--- config.mk ---
export PLATFORM = sky130hd
export DESIGN_NAME = multi_click_button_detector
export DESIGN_NICKNAME = d
export VERILOG_FILES = /design/src/design/mcb_pkg.sv /design/src/design/multi_click_button_detector.sv
export SDC_FILE = /design/constraint.sdc
export NUM_CORES = 1
export LEC_CHECK = 0
export ABC_CLOCK_PERIOD_IN_PS = 9400
export BUFFER_PORTS_ARGS = -buffer_cell sky130_fd_sc_hd__clkbuf_2
export CAP_MARGIN = 0
export CORE_MARGIN = 2
export CORE_UTILIZATION = 50
export CTS_BUF_LIST = sky130_fd_sc_hd__clkbuf_8 sky130_fd_sc_hd__clkbuf_16
export CTS_CLUSTER_SIZE = 25
export DETAILED_ROUTE_END_ITERATION = 8
export GPL_ROUTABILITY_DRIVEN = 0
export PLACE_DENSITY_LB_ADDON = 0.1
export SLEW_MARGIN = 20
export SYNTH_ARGS = -nofsm -noshare
export SYNTH_HDL_FRONTEND = slang
export SYNTH_SLANG_ARGS = --single-unit
--- constraint.sdc ---
create_clock -name aclk -period 9.4 [get_ports aclk]
set_clock_uncertainty 0.2 [all_clocks]
set_input_delay 0.94 -clock aclk [delete_from_list [all_inputs] [get_ports aclk]]
set_output_delay 0.94 -clock aclk [all_outputs]
set_load 0.02 [all_outputs]
--- src/design/mcb_pkg.sv ---
// ----------------------------------------------------------------------------
// mcb_pkg
// Shared types, constants and helpers of the multi-click button detector.
// ----------------------------------------------------------------------------
`default_nettype none

package mcb_pkg;

    localparam int SLOTS_DEF  = 5;
    localparam int FIFO_DEPTH = 6;

    // Register indexes (byte address / 4)
    localparam logic [2:0] REG_TICK_PERIOD = 3'd0;
    localparam logic [2:0] REG_DEAD_TIME   = 3'd1;
    localparam logic [2:0] REG_IDLE_FLUSH  = 3'd2;
    localparam logic [2:0] REG_CLICK_MIN   = 3'd3;
    localparam logic [2:0] REG_CLICK_MAX   = 3'd4;
    localparam logic [2:0] REG_ACTION_MASK = 3'd5;

    // Reset values
    localparam int TICK_PERIOD_RST = 10000;
    localparam int DEAD_TIME_RST   = 50000;
    localparam int IDLE_FLUSH_RST  = 500000;
    localparam int CLICK_MIN_RST   = 100;
    localparam int CLICK_MAX_RST   = 250;
    localparam int ACTION_MASK_RST = 0;

    localparam int US_PER_MS = 1000;
    localparam int TICK_RST_Q = TICK_PERIOD_RST / US_PER_MS;
    localparam int TICK_RST_R = TICK_PERIOD_RST % US_PER_MS;
    localparam int DEAD_RST_Q = DEAD_TIME_RST / US_PER_MS;
    localparam int DEAD_RST_R = DEAD_TIME_RST % US_PER_MS;

    typedef enum logic [1:0] {
        EV_PRESS  = 2'd0,
        EV_CLICKS = 2'd1,
        EV_DONE   = 2'd2
    } event_kind_t;

    typedef struct packed {
        logic        last;
        logic        fire;
        logic [2:0]  count;
        event_kind_t kind;
    } result_t;

    // Microseconds split into whole milliseconds and remainder
    typedef struct packed {
        logic [10:0] q;
        logic [9:0]  r;
    } ms_split_t;

    // x / 1000 by reciprocal multiply: 1073742 = ceil(2^30 / 1000) is exact
    // for every 20-bit x. Remainder via x - q*(1024 - 16 - 8).
    function automatic ms_split_t split_us(input logic [19:0] x);
        logic [40:0] prod;
        logic [19:0] q_ext;
        logic [19:0] rem;
        ms_split_t   res;
        prod  = {21'd0, x} * 41'd1073742;
        q_ext = {9'd0, prod[40:30]};
        rem   = x - ((q_ext << 10) - (q_ext << 4) - (q_ext << 3));
        res.q = prod[40:30];
        res.r = rem[9:0];
        return res;
    endfunction

endpackage

`default_nettype wire

--- src/design/multi_click_button_detector.sv ---
// ----------------------------------------------------------------------------
// multi_click_button_detector
// Counts multi-clicks on an active-low push button sampled once per poll beat.
// ----------------------------------------------------------------------------
//
//  Channel | Dir | Handshake          | Payload
//  --------+-----+--------------------+--------------------------------------
//  s_      | in  | s_tvalid/s_tready  | s_tdata[0] pin_level
//  m_      | out | m_tvalid/m_tready  | m_tdata kind/count/fire, m_tlast
//  apb     | in  | psel/penable/pready| six config registers at 4*i
//
//  One poll beat is taken per cycle while s_tready is high. It is held in
//  the input register, then its results (zero, one or two beats) are
//  pushed into a six-entry result queue that drains one beat per cycle
//  while m_tready is high. s_tready drops only when the queue could overflow:
//  queue fill plus two beats per item still in flight must stay within four.
//  Reset (synchronous, aresetn low) clears timers, ring, queue and restores
//  register defaults; no clearing pass is needed.
//  Press time is kept as milliseconds plus a sub-millisecond remainder so
//  the stored length needs no divider; tick and dead time are split into
//  the same form when written.
// ----------------------------------------------------------------------------
`default_nettype none

module multi_click_button_detector
    import mcb_pkg::*;
#(
    parameter int SLOTS = SLOTS_DEF
) (
    input  wire logic        aclk,
    input  wire logic        aresetn,
    // input stream
    input  wire logic        s_tvalid,
    output logic             s_tready,
    input  wire logic [7:0]  s_tdata,   // [0] pin_level, [7:1] zero
    // result stream
    output logic             m_tvalid,
    input  wire logic        m_tready,
    output logic [7:0]       m_tdata,   // [1:0] event_kind, [4:2] click_count,
                                        // [5] action_fire, [7:6] zero
    output logic             m_tlast,   // last_result
    // configuration
    input  wire logic        psel,
    input  wire logic        penable,
    input  wire logic        pwrite,
    input  wire logic [4:0]  paddr,
    input  wire logic [31:0] pwdata,
    output logic [31:0]      prdata,
    output logic             pready
);

    localparam int SLOT_W  = (SLOTS > 1) ? $clog2(SLOTS) : 1;
    localparam int CNT_W   = $clog2(SLOTS + 1);
    localparam int FPTR_W  = $clog2(FIFO_DEPTH);
    localparam int FCNT_W  = $clog2(FIFO_DEPTH + 1);
    localparam int RDY_LIM = FIFO_DEPTH - 2;
    localparam int MS_W    = 17;                  // saturates well above 65535 ms
    localparam int IDLE_W  = 25;                  // saturates above any flush limit

    // ------------------------------------------------------------------
    // Configuration registers
    // ------------------------------------------------------------------
    logic [19:0] tick_period_reg;
    logic [19:0] dead_time_reg;
    logic [23:0] idle_flush_reg;
    logic [15:0] click_min_reg;
    logic [15:0] click_max_reg;
    logic [4:0]  action_mask_reg;
    logic [10:0] tick_q_reg;
    logic [9:0]  tick_r_reg;
    logic [10:0] dead_q_reg;
    logic [9:0]  dead_r_reg;

    logic        cfg_wr;
    logic [2:0]  cfg_idx;
    ms_split_t   wr_split;

    assign pready   = 1'b1;
    assign cfg_wr   = psel && penable && pwrite && pready;
    assign cfg_idx  = paddr[4:2];
    assign wr_split = split_us(pwdata[19:0]);

    always_ff @(posedge aclk) begin
        if (!aresetn) begin
            tick_period_reg <= 20'(TICK_PERIOD_RST);
            dead_time_reg   <= 20'(DEAD_TIME_RST);
            idle_flush_reg  <= 24'(IDLE_FLUSH_RST);
            click_min_reg   <= 16'(CLICK_MIN_RST);
            click_max_reg   <= 16'(CLICK_MAX_RST);
            action_mask_reg <= 5'(ACTION_MASK_RST);
            tick_q_reg      <= 11'(TICK_RST_Q);
            tick_r_reg      <= 10'(TICK_RST_R);
            dead_q_reg      <= 11'(DEAD_RST_Q);
            dead_r_reg      <= 10'(DEAD_RST_R);
        end else if (cfg_wr) begin
            case (cfg_idx)
                REG_TICK_PERIOD: begin
                    tick_period_reg <= pwdata[19:0];
                    tick_q_reg      <= wr_split.q;
                    tick_r_reg      <= wr_split.r;
                end
                REG_DEAD_TIME: begin
                    dead_time_reg <= pwdata[19:0];
                    dead_q_reg    <= wr_split.q;
                    dead_r_reg    <= wr_split.r;
                end
                REG_IDLE_FLUSH:  idle_flush_reg  <= pwdata[23:0];
                REG_CLICK_MIN:   click_min_reg   <= pwdata[15:0];
                REG_CLICK_MAX:   click_max_reg   <= pwdata[15:0];
                REG_ACTION_MASK: action_mask_reg <= pwdata[4:0];
                default: ;
            endcase
        end
    end

    always_comb begin
        case (cfg_idx)
            REG_TICK_PERIOD: prdata = {12'd0, tick_period_reg};
            REG_DEAD_TIME:   prdata = {12'd0, dead_time_reg};
            REG_IDLE_FLUSH:  prdata = {8'd0, idle_flush_reg};
            REG_CLICK_MIN:   prdata = {16'd0, click_min_reg};
            REG_CLICK_MAX:   prdata = {16'd0, click_max_reg};
            REG_ACTION_MASK: prdata = {27'd0, action_mask_reg};
            default:         prdata = 32'd0;
        endcase
    end

    // ------------------------------------------------------------------
    // Input register
    // ------------------------------------------------------------------
    logic in_valid_reg;
    logic in_level_reg;
    logic s_accept;

    logic [FCNT_W-1:0] fifo_cnt_reg;
    logic [FCNT_W:0]   fill_bound;

    // Reserve two queue entries for the beat in the input register
    assign fill_bound = {1'b0, fifo_cnt_reg} + (in_valid_reg ? (FCNT_W+1)'(2) : '0);
    assign s_tready   = (fill_bound <= (FCNT_W+1)'(RDY_LIM));
    assign s_accept   = s_tvalid && s_tready;

    always_ff @(posedge aclk) begin
        if (!aresetn) begin
            in_valid_reg <= 1'b0;
        end else begin
            in_valid_reg <= s_accept;
        end
    end

    always_ff @(posedge aclk) begin
        if (s_accept) begin
            in_level_reg <= s_tdata[0];
        end
    end

    // ------------------------------------------------------------------
    // Detector state
    // ------------------------------------------------------------------
    logic              last_level_reg, last_level_next;
    logic [MS_W-1:0]   press_ms_reg, press_ms_next;
    logic [9:0]        press_rem_reg, press_rem_next;
    logic [IDLE_W-1:0] idle_reg, idle_next;
    logic [15:0]       slot_reg [SLOTS];
    logic [15:0]       slot_next [SLOTS];
    logic [SLOT_W-1:0] wslot_reg, wslot_next;

    // Saturating press timer advance
    logic [10:0]       rem_sum;
    logic              rem_carry;
    logic [9:0]        rem_add;
    logic [MS_W:0]     ms_sum;
    logic [MS_W-1:0]   ms_add;
    logic [IDLE_W:0]   idle_sum;
    logic [IDLE_W-1:0] idle_add;
    logic              press_zero;
    logic              in_dead;
    logic [15:0]       press_len;

    assign rem_sum   = {1'b0, press_rem_reg} + {1'b0, tick_r_reg};
    assign rem_carry = (rem_sum >= 11'(US_PER_MS));
    assign rem_add   = rem_carry ? 10'(rem_sum - 11'(US_PER_MS)) : rem_sum[9:0];
    assign ms_sum    = {1'b0, press_ms_reg} + (MS_W+1)'(tick_q_reg) + (MS_W+1)'(rem_carry);
    assign ms_add    = ms_sum[MS_W] ? '1 : ms_sum[MS_W-1:0];
    assign idle_sum  = {1'b0, idle_reg} + (IDLE_W+1)'(tick_period_reg);
    assign idle_add  = idle_sum[IDLE_W] ? '1 : idle_sum[IDLE_W-1:0];

    assign press_zero = (press_ms_reg == '0) && (press_rem_reg == '0);
    assign in_dead    = !last_level_reg &&
                        ((press_ms_reg < MS_W'(dead_q_reg)) ||
                         ((press_ms_reg == MS_W'(dead_q_reg)) && (press_rem_reg < dead_r_reg)));
    assign press_len  = (press_ms_reg > MS_W'(16'hFFFF)) ? 16'hFFFF : press_ms_reg[15:0];

    // Results of the current beat
    result_t           res0, res1;
    logic [1:0]        n_res;
    logic [CNT_W-1:0]  click_cnt;
    logic              flush;
    logic              press_push;
    logic [7:0]        mask_ext;
    logic [2:0]        fire_idx;

    assign mask_ext = {3'd0, action_mask_reg};
    assign fire_idx = 3'(int'(click_cnt) - 1);

    always_comb begin
        logic [CNT_W-1:0] cnt;
        last_level_next = last_level_reg;
        press_ms_next   = press_ms_reg;
        press_rem_next  = press_rem_reg;
        idle_next       = idle_reg;
        wslot_next      = wslot_reg;
        for (int i = 0; i < SLOTS; i++) begin
            slot_next[i] = slot_reg[i];
        end
        press_push = 1'b0;

        if (in_valid_reg) begin
            if (in_dead) begin
                // Bounce blackout: only time passes
                press_ms_next  = ms_add;
                press_rem_next = rem_add;
            end else begin
                last_level_next = in_level_reg;
                if (!in_level_reg) begin
                    press_push     = press_zero;
                    press_ms_next  = ms_add;
                    press_rem_next = rem_add;
                    idle_next      = '0;
                end else begin
                    if (!press_zero) begin
                        slot_next[wslot_reg] = press_len;
                        wslot_next = (wslot_reg == SLOT_W'(SLOTS - 1)) ?
                                     '0 : SLOT_W'(wslot_reg + 1'b1);
                    end
                    idle_next      = idle_add;
                    press_ms_next  = '0;
                    press_rem_next = '0;
                end
            end
        end

        // Count valid presses over the updated ring
        cnt = '0;
        for (int i = 0; i < SLOTS; i++) begin
            if ((slot_next[i] >= click_min_reg) && (slot_next[i] <= click_max_reg)) begin
                cnt = cnt + CNT_W'(1);
            end
        end
        click_cnt = cnt;

        flush = in_valid_reg && !in_dead &&
                (idle_next > IDLE_W'(idle_flush_reg)) && (slot_next[0] != '0);

        if (flush) begin
            for (int i = 0; i < SLOTS; i++) begin
                slot_next[i] = '0;
            end
            wslot_next = '0;
        end
    end

    // Assemble up to two result beats
    always_comb begin
        res0  = '{last: 1'b1, fire: 1'b0, count: 3'd0, kind: EV_DONE};
        res1  = '{last: 1'b1, fire: 1'b0, count: 3'd0, kind: EV_DONE};
        n_res = 2'd0;
        if (press_push) begin
            res0.kind = EV_PRESS;
            n_res     = 2'd1;
        end else if (flush && (click_cnt != '0)) begin
            res0.kind  = EV_CLICKS;
            res0.last  = 1'b0;
            res0.count = (int'(click_cnt) > 7) ? 3'd7 : 3'(click_cnt);
            res0.fire  = (int'(click_cnt) <= 5) && mask_ext[fire_idx];
            n_res      = 2'd2;
        end else if (flush) begin
            n_res = 2'd1;
        end
    end

    always_ff @(posedge aclk) begin
        if (!aresetn) begin
            last_level_reg <= 1'b1;
            press_ms_reg   <= '0;
            press_rem_reg  <= '0;
            idle_reg       <= '0;
            wslot_reg      <= '0;
            for (int i = 0; i < SLOTS; i++) begin
                slot_reg[i] <= '0;
            end
        end else begin
            last_level_reg <= last_level_next;
            press_ms_reg   <= press_ms_next;
            press_rem_reg  <= press_rem_next;
            idle_reg       <= idle_next;
            wslot_reg      <= wslot_next;
            for (int i = 0; i < SLOTS; i++) begin
                slot_reg[i] <= slot_next[i];
            end
        end
    end

    // ------------------------------------------------------------------
    // Result queue
    // ------------------------------------------------------------------
    result_t           fifo_mem [FIFO_DEPTH];
    logic [FPTR_W-1:0] wptr_reg, rptr_reg;
    logic [FPTR_W-1:0] wptr_inc1, wptr_inc2, rptr_inc1;
    logic [FCNT_W-1:0] fifo_cnt_next;
    logic              m_pop;
    result_t           head;

    function automatic logic [FPTR_W-1:0] ptr_inc(input logic [FPTR_W-1:0] p);
        return (p == FPTR_W'(FIFO_DEPTH - 1)) ? '0 : FPTR_W'(p + 1'b1);
    endfunction

    assign wptr_inc1 = ptr_inc(wptr_reg);
    assign wptr_inc2 = ptr_inc(wptr_inc1);
    assign rptr_inc1 = ptr_inc(rptr_reg);

    assign head     = fifo_mem[rptr_reg];
    assign m_tvalid = (fifo_cnt_reg != '0);
    assign m_tdata  = {2'b00, head.fire, head.count, head.kind};
    assign m_tlast  = head.last;
    assign m_pop    = m_tvalid && m_tready;

    assign fifo_cnt_next = fifo_cnt_reg + FCNT_W'(n_res) - FCNT_W'(m_pop);

    always_ff @(posedge aclk) begin
        if (!aresetn) begin
            wptr_reg     <= '0;
            rptr_reg     <= '0;
            fifo_cnt_reg <= '0;
        end else begin
            fifo_cnt_reg <= fifo_cnt_next;
            if (m_pop) begin
                rptr_reg <= rptr_inc1;
            end
            case (n_res)
                2'd1:    wptr_reg <= wptr_inc1;
                2'd2:    wptr_reg <= wptr_inc2;
                default: ;
            endcase
        end
    end

    always_ff @(posedge aclk) begin
        if (n_res != 2'd0) begin
            fifo_mem[wptr_reg] <= res0;
        end
        if (n_res == 2'd2) begin
            fifo_mem[wptr_inc1] <= res1;
        end
    end

endmodule

`default_nettype wire

Word level (Yosys, flattened, before mapping). Memory sizes are Yosys's and may differ from the RTL's. A register that Yosys moved wholly into a read port is not among the register bits. Cells that the tools add are included.

Equality and inequality tests: 12. Multiply operators: 1. Muxes and demuxes: 55. Magnitude comparators: 20. Bitwise gates (word level): 9. Shifts and indexed selects: 0. Div/mod/pow operators: 0. Add/sub/neg operators: 20. Reduce and logical (&&, ||, !) cells: 38.

Operators by type and width (count): $mux W80 (5); $pmux W24 S6 (1); $mux W16 (7); $mux W25 (4); $bwmux W80 (1); $ge A16 B16 Y1 (5); $le A16 B16 Y1 (5); $mux W17 (3); $demux W16 S3 (1); $mul A20 B20 Y40 const B (1); $mux W10 (3); $mux W3 (10); $add A25 B20 Y26 (1); $gt A25 B24 Y1 (1); $add A3 B1 Y3 const B (8); $sub A10 B10 Y10 (2); $add A17 B11 Y18 (1); $add A18 B1 Y18 (1); $eq A3 B3 Y1 const B (6); $logic_and A1 B1 Y1 (18); $eq A17 B11 Y1 (1); $gt A17 B16 Y1 const B (1); $logic_not A17 Y1 (1); $lt A17 B11 Y1 (1); other kinds (37) (67).

Latch bits: 0. Input port bits: 52. Memory bits (read-only): 0. Register bits after elaboration: 210. Word-level logic and storage cells: 177. RAM bits: 122. Memories: 2.

Memories: slot_reg (words 5, bits a word 16, rd ports 5, clocked after memory_dff 0, write ports 5, line multi_click_button_detector.sv:164) `logic [15:0] slot_reg [SLOTS];`; fifo_mem (words 6, bits a word 7, rd ports 1, clocked after memory_dff 1, write ports 2, line multi_click_button_detector.sv:307) `result_t fifo_mem [FIFO_DEPTH];`.

Logic depth before layout (Yosys ltp). Gate-level depths: netlist (run 1).

Depth after elaboration: 28. Depth in mapped cells: 43. Gate-level depth less buffers: 42.

Worst setup path after synthesis (run 1). Ideal clock, no wire load.

Path kind: in2reg. From: input pwdata[6]. To: register dead_r_reg[9]. Buffers on the path: 0. Stages on the path: 33. Setup time: 0.086 ns. Required time: 9.114 ns. Slack: 0.863 ns. Data arrival time: 8.251 ns. Path through: ha_1 -> ha_1 -> fa_1 -> inv_1 -> fa_1 -> inv_1 -> fa_1 -> fa_1 -> ha_1 -> ha_1 -> and3_1 -> a221o_1 -> nand2_1 -> o2111ai_1 -> a311oi_1 -> o21ai_1 -> a21oi_1 -> xnor2_1 -> inv_1 -> fa_1 -> inv_1 -> ha_1 -> a21o_1 -> a21oi_1 -> o21bai_1 -> a21oi_1 -> xnor2_1 -> xnor2_1 -> nand3b_1 -> nor2_1 -> a2111oi_0 -> o21ai_0 -> a211oi_1.

Cells in the longest elaborated chain, start to end: 4.

RTL lines: start, declared (line multi_click_button_detector.sv:47) `input wire logic [31:0] pwdata,`; $mul A20 B20 Y40 (line mcb_pkg.sv:60) `prod = {21'd0, x} * 41'd1073742;`; $sub A1 B10 Y10 (line mcb_pkg.sv:62) `rem = x - ((q_ext << 10) - (q_ext << 4) - (q_ext << 3));`; $sub A10 B10 Y10 (line mcb_pkg.sv:62); $sub A10 B10 Y10 (*) (line mcb_pkg.sv:62); end signal, assigned (line multi_click_button_detector.sv:94) `dead_r_reg <= 10'(DEAD_RST_R);`; end signal, assigned (line multi_click_button_detector.sv:105) `dead_r_reg <= wr_split.r;`; end, declared (line multi_click_button_detector.sv:72) `logic [9:0] dead_r_reg;`.

Every way passes the cells marked *; elsewhere a longest branch is shown, timed or not. A chain may end at the register's enable or synchronous reset.

Worst setup path after layout (run 1).
From: register dead_q_reg[10]. To: register fifo_cnt_reg[2].

Cells in the longest elaborated chain, start to end: 23. Elaborated cells between the ends (all ways): 48. Classes of those cells: add/sub: 6; order compare: 12; eq/ne: 1; mux: 14; reduce/logical: 15.

RTL lines: start, declared (line multi_click_button_detector.sv:71) `logic [10:0] dead_q_reg;`; start signal, assigned (line multi_click_button_detector.sv:93) `dead_q_reg <= 11'(DEAD_RST_Q);`; start signal, assigned (line multi_click_button_detector.sv:104) `dead_q_reg <= wr_split.q;`; parallel branches: the longest is 2 deep, another holds $lt A17 B11 Y1; $logic_or A1 B1 Y1 (*) (line multi_click_button_detector.sv:190) `((press_ms_reg < MS_W'(dead_q_reg)) ||`; $logic_and A1 B1 Y1 (*) (line multi_click_button_detector.sv:189) `assign in_dead = !last_level_reg &&`; $mux W80 (line multi_click_button_detector.sv:219) `if (in_dead) begin`; $mux W80 (line multi_click_button_detector.sv:218) `if (in_valid_reg) begin`; $ge A16 B16 Y1 / $le A16 B16 Y1 (equally long branches) (line multi_click_button_detector.sv:246) `if ((slot_next[i] >= click_min_reg) && (slot_next[i] <= click_max_reg)) begin`; $logic_and A1 B1 Y1 (line multi_click_button_detector.sv:246); $mux W1 (line multi_click_button_detector.sv:246); [6 not listed]; $add A3 B1 Y3 (line multi_click_button_detector.sv:247) `cnt = cnt + CNT_W'(1);`; $mux W3 (line multi_click_button_detector.sv:246); $reduce_bool A3 Y1 (line multi_click_button_detector.sv:271) `end else if (flush && (click_cnt != '0)) begin`; $logic_and A1 B1 Y1 (line multi_click_button_detector.sv:271); $mux W2 (line multi_click_button_detector.sv:271); $mux W2 (*) (line multi_click_button_detector.sv:268) `if (press_push) begin`; $add A3 B2 Y3 (*) (line multi_click_button_detector.sv:328) `assign fifo_cnt_next = fifo_cnt_reg + FCNT_W'(n_res) - FCNT_W'(m_pop);`; $sub A3 B1 Y3 (*) (line multi_click_button_detector.sv:328); end signal, assigned (line multi_click_button_detector.sv:336) `fifo_cnt_reg <= fifo_cnt_next;`; end, declared (line multi_click_button_detector.sv:135) `logic [FCNT_W-1:0] fifo_cnt_reg;`.

Every way passes the cells marked *.

==> results.py, run 1 <==
metrics = {
    "grt": {
        "grt_first_pass_wirelength_um": 122300,
        "grt_start_max_net_pins": 84,
        "gr-total-overflow": 0,
        "initial_antenna_violation_count": 0,
        "first_global_vias": 22362,
        "gr-usage-all-layers_pct": 29.05,
    },
    "synth": {
        "async_flop_share_pct": 0,
        "netlist_area_sq_mm": 0.02627,
        "synth-main-ff-cell": "sky130_fd_sc_hd__dfxtp_1",
        "synthesis.yosys.warnings": 0,
        "yosys.area.top_type": "sky130_fd_sc_hd__dfxtp_1",
        "synth_area_per_cell_sq_um": 8.243,
        "number_of_enable_type_register_cells_in_the_synthesized_netlist": 1,
        "netlist_instances": 3187,
        "synth_cell_types": 86,
        "synth.yosys.seq_area_share_pct": 25.11,
        "synth_area_leaders": "sky130_fd_sc_hd__dfxtp_1, sky130_fd_sc_hd__ha_1, sky130_fd_sc_hd__fa_1",
        "synth_top_area_share_pct": 25.00,
        "ys_ff_latch": 329,
    },
    "run": {
        "drv.max_cap_violation_count": 0,
    },
    "clock_network": {
        "ctsHtreeMaxLevel": 2,
        "post_cts_hold_buffer_count": 0,
        "clock_insertion_delay_worst_skew_ns": 0.59,
        "cts-buffers-inserted": 39,
        "clock-root-buffer": "sky130_fd_sc_hd__clkbuf_16",
        "cts_tree": "done",
        "ctsLongestPathBuffers": 3,
        "tritoncts_num_sinks": 329,
        "clock_slew_at_reported_path_ffs_ns": 0.06,
    },
    "sta": {
        "final.setup.tns_ns": 0,
        "period_share_pct": 93.81,
        "rsz0062_at_grt": "no",
        "slew-limit-headroom_pct": 32.73,
        "timing.final.crit_period_ns": 8.818,
        "max_freq_ghz": 0.1134,
        "slew_at_the_pin_closest_to_its_max_slew_limit_ns": 1.004,
        "hold_violations": 0,
        "setup_viol_count_final": 0,
        "hold_worst_slack_ns": 0.2536,
        "finalMaxSlewViolations": 0,
    },
    "drt": {
        "wl_per_cell_um": 19.93,
        "drtAntennaViolNets": 0,
        "first_pass_iters": 5,
        "route.final.wire_length_um": 79210,
        "detail_route.vias_per_cell": 5.816,
        "drc_violations_left": 0,
        "drt_first_iter_violations": 1550,
        "dr_total_vias": 23111,
    },
    "floorplan": {
        "floorplan.die.width_um": 233.2,
        "initial_core_util_pct": 50.29,
        "fp.coreArea_sq_mm": 0.05224,
        "dieHeight_um": 233.2,
        "io-pin-count": 96,
        "row_count": 84,
        "design.die.area_sq_mm": 0.05439,
    },
    "setup_path": {
        "cp.arrival_ns": 9.07,
        "timing.critical_path.fanout_max": 32,
        "crit_path_launch_type": "flop",
        "worstPathRequired_ns": 9.65,
        "r2r_start": "dead_q_reg[10]$_SDFFE_PN0P_",
        "timing.rr.end": "fifo_cnt_reg[2]$_SDFF_PN0_",
        "cpMostUsedCell": "sky130_fd_sc_hd__ha_1",
        "endpoint_kind": "flop",
        "critPathKind": "flop to flop",
        "critical-path-slowest-cell": "sky130_fd_sc_hd__a2111oi_2",
        "critical_path.max_stage_delay_ns": 0.39,
        "setup.reg_to_reg.worst_slack_ns": 0.58,
        "crit_start": "dead_q_reg[10]$_SDFFE_PN0P_",
        "worstRegToRegCells": 43,
    },
    "worst_hold_path": {
        "min_to": "fifo_mem[2][2]$_SDFFE_PP0P_",
        "hold_path_class": "flop to flop",
        "hold_start": "fifo_mem[2][2]$_SDFFE_PP0P_",
        "hold_path_depth": 2,
    },
    "pwr": {
        "power_density_mw_per_mm2": 206.0,
        "ir_drop_mv": 0.2636,
        "leakagePower_uw": 0.01342,
    },
    "final_layout": {
        "area_added_between_synthesis_and_finish_pct": 10.59,
        "finish.instance_area_sq_mm": 0.02905,
        "final_core_utilization_pct": 55.62,
        "diodes": 0,
        "largest_reg_flops": 80,
        "layout-drive-gt1-share_pct": 7.973,
        "nNetsFinal": 3841,
    },
    "placement": {
        "numPortBuffers": 67,
        "detailed_place.area_sq_mm": 0.02759,
        "detailed_place_hpwl_um": 60950,
    },
    "run_status": {
        "status": "finished, final reports clean",
    },
}
-- cells in the mapped netlist, types with 9 or more instances --
cell	n
sky130_fd_sc_hd__inv_1	307
sky130_fd_sc_hd__nor2_1	226
sky130_fd_sc_hd__o21a_1	40
sky130_fd_sc_hd__o2111ai_1	10
sky130_fd_sc_hd__or3_1	10
sky130_fd_sc_hd__and3_1	23
sky130_fd_sc_hd__nor2b_1	99
sky130_fd_sc_hd__nand4_1	29
sky130_fd_sc_hd__nand3_1	62
sky130_fd_sc_hd__mux4_2	9
sky130_fd_sc_hd__mux2i_1	45
sky130_fd_sc_hd__nor3_1	32
sky130_fd_sc_hd__o21bai_1	9
sky130_fd_sc_hd__nor4_1	20
sky130_fd_sc_hd__dfxtp_1	328
sky130_fd_sc_hd__xnor2_1	39
sky130_fd_sc_hd__o221ai_1	11
sky130_fd_sc_hd__a211oi_1	20
sky130_fd_sc_hd__a31oi_1	9
sky130_fd_sc_hd__o22ai_1	11
sky130_fd_sc_hd__or2_2	9
sky130_fd_sc_hd__ha_1	436
sky130_fd_sc_hd__and2_1	26
sky130_fd_sc_hd__a21o_1	74
sky130_fd_sc_hd__a22oi_1	9
sky130_fd_sc_hd__nand2b_1	29
sky130_fd_sc_hd__o21ai_0	152
sky130_fd_sc_hd__buf_4	11
sky130_fd_sc_hd__nand2_1	427
sky130_fd_sc_hd__o211ai_1	38
sky130_fd_sc_hd__fa_1	96
sky130_fd_sc_hd__clkbuf_1	104
sky130_fd_sc_hd__a21oi_1	299
-- metrics by stage --
step                      worst slack [ns]  instances  power (uW)
final                               0.5823       3974        5984
after global routing               0.03410       3974        6435
after CTS                           0.2450       3971        6005
after detailed placement            0.1379       3901        4320
after global placement              0.2611       3901        4240
after floorplan                     0.8633       3196        3539
-- layout by cell type, fill, tap and decap left out, types with 9 or more instances in the layout --
master | synthesis | layout
sky130_fd_sc_hd__buf_4 | 11 | 75
sky130_fd_sc_hd__or3_1 | 10 | 10
sky130_fd_sc_hd__mux4_2 | 9 | 9
sky130_fd_sc_hd__o21a_1 | 40 | 40
sky130_fd_sc_hd__clkbuf_2 | 0 | 67
sky130_fd_sc_hd__mux2i_1 | 45 | 44
sky130_fd_sc_hd__or2_2 | 9 | 9
sky130_fd_sc_hd__and2_1 | 26 | 26
sky130_fd_sc_hd__nor2_1 | 226 | 226
sky130_fd_sc_hd__conb_1 | 2 | 11
sky130_fd_sc_hd__a31oi_1 | 9 | 9
sky130_fd_sc_hd__inv_1 | 307 | 312
sky130_fd_sc_hd__o221ai_1 | 11 | 11
sky130_fd_sc_hd__o21ai_0 | 152 | 150
sky130_fd_sc_hd__o211ai_1 | 38 | 38
sky130_fd_sc_hd__o2111ai_1 | 10 | 10
sky130_fd_sc_hd__nand4_1 | 29 | 29
sky130_fd_sc_hd__clkbuf_16 | 0 | 39
sky130_fd_sc_hd__fa_1 | 96 | 96
sky130_fd_sc_hd__clkinv_2 | 1 | 9
sky130_fd_sc_hd__ha_1 | 436 | 436
sky130_fd_sc_hd__nand2_1 | 427 | 425
sky130_fd_sc_hd__nor4_1 | 20 | 19
sky130_fd_sc_hd__a21o_1 | 74 | 74
sky130_fd_sc_hd__a211oi_1 | 20 | 20
sky130_fd_sc_hd__nand3_1 | 62 | 62
sky130_fd_sc_hd__nor2b_1 | 99 | 99
sky130_fd_sc_hd__nor3_1 | 32 | 30
sky130_fd_sc_hd__o21bai_1 | 9 | 9
sky130_fd_sc_hd__a21oi_1 | 299 | 298
sky130_fd_sc_hd__o22ai_1 | 11 | 11
sky130_fd_sc_hd__xnor2_1 | 39 | 39
sky130_fd_sc_hd__dfxtp_1 | 328 | 328
sky130_fd_sc_hd__nand2b_1 | 29 | 29
sky130_fd_sc_hd__and3_1 | 23 | 23
-- how the worst max path moves through the flow --
stage	to	slack, ns	cells past startpoint
floorplan	dead_r_reg[9]$_SDFFE_PN0P_	0.86	33
global placement	dead_r_reg[9]$_SDFFE_PN0P_	0.26	34
detailed placement	dead_r_reg[9]$_SDFFE_PN0P_	0.14	34
CTS	fifo_mem[4][5]$_SDFFE_PP0P_	0.25	38
global route	fifo_cnt_reg[2]$_SDFF_PN0_	0.03	40
finish	fifo_cnt_reg[2]$_SDFF_PN0_	0.58	43
-- metal layers --
metal,vias to the layer above,wire length [um],GRT usage (%)
met5,-,0,0
met3,169,4389,4.175
met1,11045,33760,36.61
met4,0,3511,13.34
met2,718,37540,49.02
li1,11179,-,-
-- cells by family (layout without fill, tap and decap cells) --
logic type / count (synthesis) / count (layout) / share of synthesized area (%)
compound gates: 759 / 759 / 17.95
xor+xnor: 50 / 50 / 1.810
fa+ha+maj: 532 / 532 / 28.08
buf+inv: 433 / 523 / 6.358
flops: 329 / 329 / 25.11
mux: 57 / 57 / 2.629
other cells: 2 / 11 / 0.02859
simple gates: 1025 / 1025 / 18.04
-- where the power goes --
part	switching, uW	total (uW)	internal [uW]
Combinational	1590	2840	1250
Clock	671	1660	988
Sequential	45.8	1480	1440
-- critical path, delay by kind of cell (launching register included) --
family	cells	cell delay, ns
mux	2	0.49
flops	1	0.34
fa+ha+maj	9	2.55
simple gates	8	1.07
buf+inv	5	0.45
compound gates	16	3.01
xor+xnor	3	0.55
-- final cells by class --
| cell class | count | area, sq um |
|---|---|---|
| flip-flops and latches | 329 | 6596 |
| well taps | 688 | 860.8 |
| fillers | 4878 | 23180 |
| multi-input cells | 2434 | 18110 |
| inverters | 309 | 1164 |
| clock inverters | 28 | 376.6 |
| clock buffers | 42 | 1017 |
| repair buffers | 144 | 929.6 |
-- timing repair --
action,CTS,global route
endpoints found under the setup margin,0,46
resized for setup,0,12
buffers inserted,0,3
hold endpoints to repair,0,0
Power figures use the tool's default switching activity.
==> run 2, diff against run 1 <==
- ABC_CLOCK_PERIOD_IN_PS: 9400 -> 8800
- GPL_TIMING_DRIVEN: default -> 0
- HOLD_SLACK_MARGIN: default -> 0.15
- clock period: 9.4 -> 8.8 ns (I/O delays scaled with it)
==> run 2 against run 1 <==
Worst setup slack worse by 0.34 ns. Clock power down 3%. Final cell count up 1.5%. Non-clock buffer count up 63. Register-to-register slack worse by 0.25 ns. Global-route usage up 3.2 points. Clock-buffer cell count up 6. Worst hold slack worse by 0.0020 ns. Core utilization up 0.46 points. Combinational power up 16%. Sequential share of layout area down 0.17 points. Flip-flop and latch count unchanged. Critical endpoint is now tick_r_reg[9]$_SDFFE_PN0P_. Highest routed layer is now met5.
==> results.py, run 2 (synthesis gave the netlist of run 1 again) <==
metrics = {
    "run_status": {
        "status": "finished, final reports clean",
    },
    "drt": {
        "first_pass_iters": 8,
        "dr_total_vias": 23993,
        "drt_first_iter_violations": 1967,
        "drtAntennaViolNets": 0,
        "detail_route.vias_per_cell": 5.949,
        "wl_per_cell_um": 21.77,
        "route.final.wire_length_um": 87790,
        "drc_violations_left": 0,
    },
    "final_layout": {
        "nNetsFinal": 3903,
        "multi_input_comb_area_sq_mm": 0.01840,
        "layout_common_cells": "sky130_fd_sc_hd__ha_1, sky130_fd_sc_hd__nand2_1, sky130_fd_sc_hd__dfxtp_1, sky130_fd_sc_hd__inv_1, sky130_fd_sc_hd__a21oi_1",
        "final_core_utilization_pct": 56.08,
        "n_fill_cell": 4879,
        "diodes": 0,
        "layout-drive-gt1-share_pct": 7.862,
        "register_area_sq_mm": 0.006601,
        "largest_reg_flops": 80,
        "final_common_cell": "sky130_fd_sc_hd__ha_1",
        "area_added_between_synthesis_and_finish_pct": 11.51,
    },
    "floorplan": {
        "row_count": 84,
        "io-pin-count": 96,
        "floorplan.die.width_um": 233.2,
        "design.die.area_sq_mm": 0.05439,
        "initial_core_util_pct": 50.29,
        "fp.coreArea_sq_mm": 0.05224,
        "dieHeight_um": 233.2,
    },
    "setup_path": {
        "critical_path.max_stage_delay_ns": 0.57,
        "r2r_start": "press_ms_reg[12]$_SDFFE_PN0P_",
        "timing.critical_path.fanout_max": 11,
        "cpMostUsedCell": "sky130_fd_sc_hd__fa_1",
        "timing.critical_path.max_delay_family": "adder cells",
        "setup.reg_to_reg.worst_slack_ns": 0.33,
        "worstPathRequired_ns": 9.08,
        "crit_buf_inv": 6,
        "endpoint_kind": "flop",
        "critical-path-slowest-cell": "sky130_fd_sc_hd__fa_1",
        "timing.rr.end": "fifo_cnt_reg[2]$_SDFF_PN0_",
        "crit_path_launch_type": "primary input",
        "worstRegToRegCells": 41,
        "critPathKind": "primary input to flop",
        "cp.arrival_ns": 8.84,
    },
    "grt": {
        "gr-usage-all-layers_pct": 32.27,
        "gr-total-overflow": 0,
        "grt_first_pass_wirelength_um": 133400,
        "first_global_vias": 23383,
        "grt_start_max_net_pins": 14,
        "initial_antenna_violation_count": 3,
    },
    "worst_hold_path": {
        "hold_path_depth": 2,
        "hold_path_class": "flop to flop",
        "min_to": "fifo_mem[0][2]$_SDFFE_PP0P_",
        "hold_start": "fifo_mem[0][2]$_SDFFE_PP0P_",
    },
    "clock_network": {
        "cts_tree": "done",
        "clock_slew_at_reported_path_ffs_ns": 0.05,
        "tritoncts_num_sinks": 329,
        "clock-root-buffer": "sky130_fd_sc_hd__clkbuf_16",
        "clock_insertion_delay_worst_skew_ns": 0.58,
        "ctsHtreeMaxLevel": 2,
        "cts-buffers-inserted": 38,
        "ctsLongestPathBuffers": 3,
    },
    "placement": {
        "detailed_place_hpwl_um": 67910,
        "preCtsSetupSlack_ns": -1.926,
        "numPortBuffers": 66,
    },
    "pwr": {
        "leakagePower_uw": 0.01338,
        "ir_drop_mv": 0.3210,
        "power_density_mw_per_mm2": 221.0,
    },
    "sta": {
        "hold_violations": 0,
        "max_freq_ghz": 0.1169,
        "timing.final.crit_period_ns": 8.558,
        "finalMaxSlewViolations": 0,
        "final.setup.tns_ns": 0,
        "slew-limit-headroom_pct": 22.98,
        "final.setup.worst_slack_ns": 0.2421,
        "period_share_pct": 97.25,
        "setup_viol_count_final": 0,
        "slew_at_the_pin_closest_to_its_max_slew_limit_ns": 1.155,
    },
    "run": {
        "drv.max_cap_violation_count": 0,
    },
}
## run 2: layout make-up
type / instances / area share, %
repair buffers: 84 / 1.709
multi-input cells: 2434 / 62.82
flip-flops and latches: 329 / 22.54
clock buffers: 48 / 3.754
clock inverters: 18 / 0.4698
inverters: 309 / 3.964
plain buffers: 123 / 1.807
well taps: 688 / 2.939
## run 2: worst max path at each step
stage	start	endpoint	slack, ns	cells after the start
global placement	press_ms_reg[12]$_SDFFE_PN0P_	fifo_mem[0][6]$_SDFFE_PP1P_	-1.87	36
finish	pwdata[14]	tick_r_reg[9]$_SDFFE_PN0P_	0.24	33
global route	pwdata[2]	tick_r_reg[9]$_SDFFE_PN0P_	-0.08	34
detailed placement	press_ms_reg[12]$_SDFFE_PN0P_	fifo_mem[0][6]$_SDFFE_PP1P_	-1.93	36
CTS	pwdata[6]	dead_r_reg[9]$_SDFFE_PN0P_	0.002	34
floorplan	pwdata[6]	dead_r_reg[9]$_SDFFE_PN0P_	0.32	33
## run 2: what timing repair did
action	4_1_cts	5_1_grt
hold buffers	0	0
setup buffers	6	12
resized for setup	52	61
setup endpoints to repair	50	49
pin swaps	6	21
## run 2: where the power goes
part	leakage [uW]	internal (uW)	switching (uW)	total, uW
logic	0.0101	1440	1860	3290
registers	0.00266	1540	36.2	1570
clock network	0.000643	937	671	1610
## run 2: layer usage
layer | routed length [um] | track usage [%]
met5 | 62 | 0
met4 | 5059 | 16.36
met3 | 7070 | 6.458
met2 | 40230 | 53.36
met1 | 35370 | 39.82
## run 2: per-stage QoR
stage	total power [uW]	hold WS [ns]	cells	area, sq um
final	6472	0.2516	4033	29290
after global routing	6896	0.2695	4033	29290
after CTS	6229	0.2548	4021	29010
after detailed placement	4515	0.2468	3950	27500
after global placement	4453	0.2390	3950	27500
after floorplan	3780	0.2319	3196	26300
## run 2: tightest hold or removal path: stages (launching register included)
cell and delay [ns]:
sky130_fd_sc_hd__dfxtp_1 0.30, sky130_fd_sc_hd__nand2_1 0.05, sky130_fd_sc_hd__a21oi_1 0.05
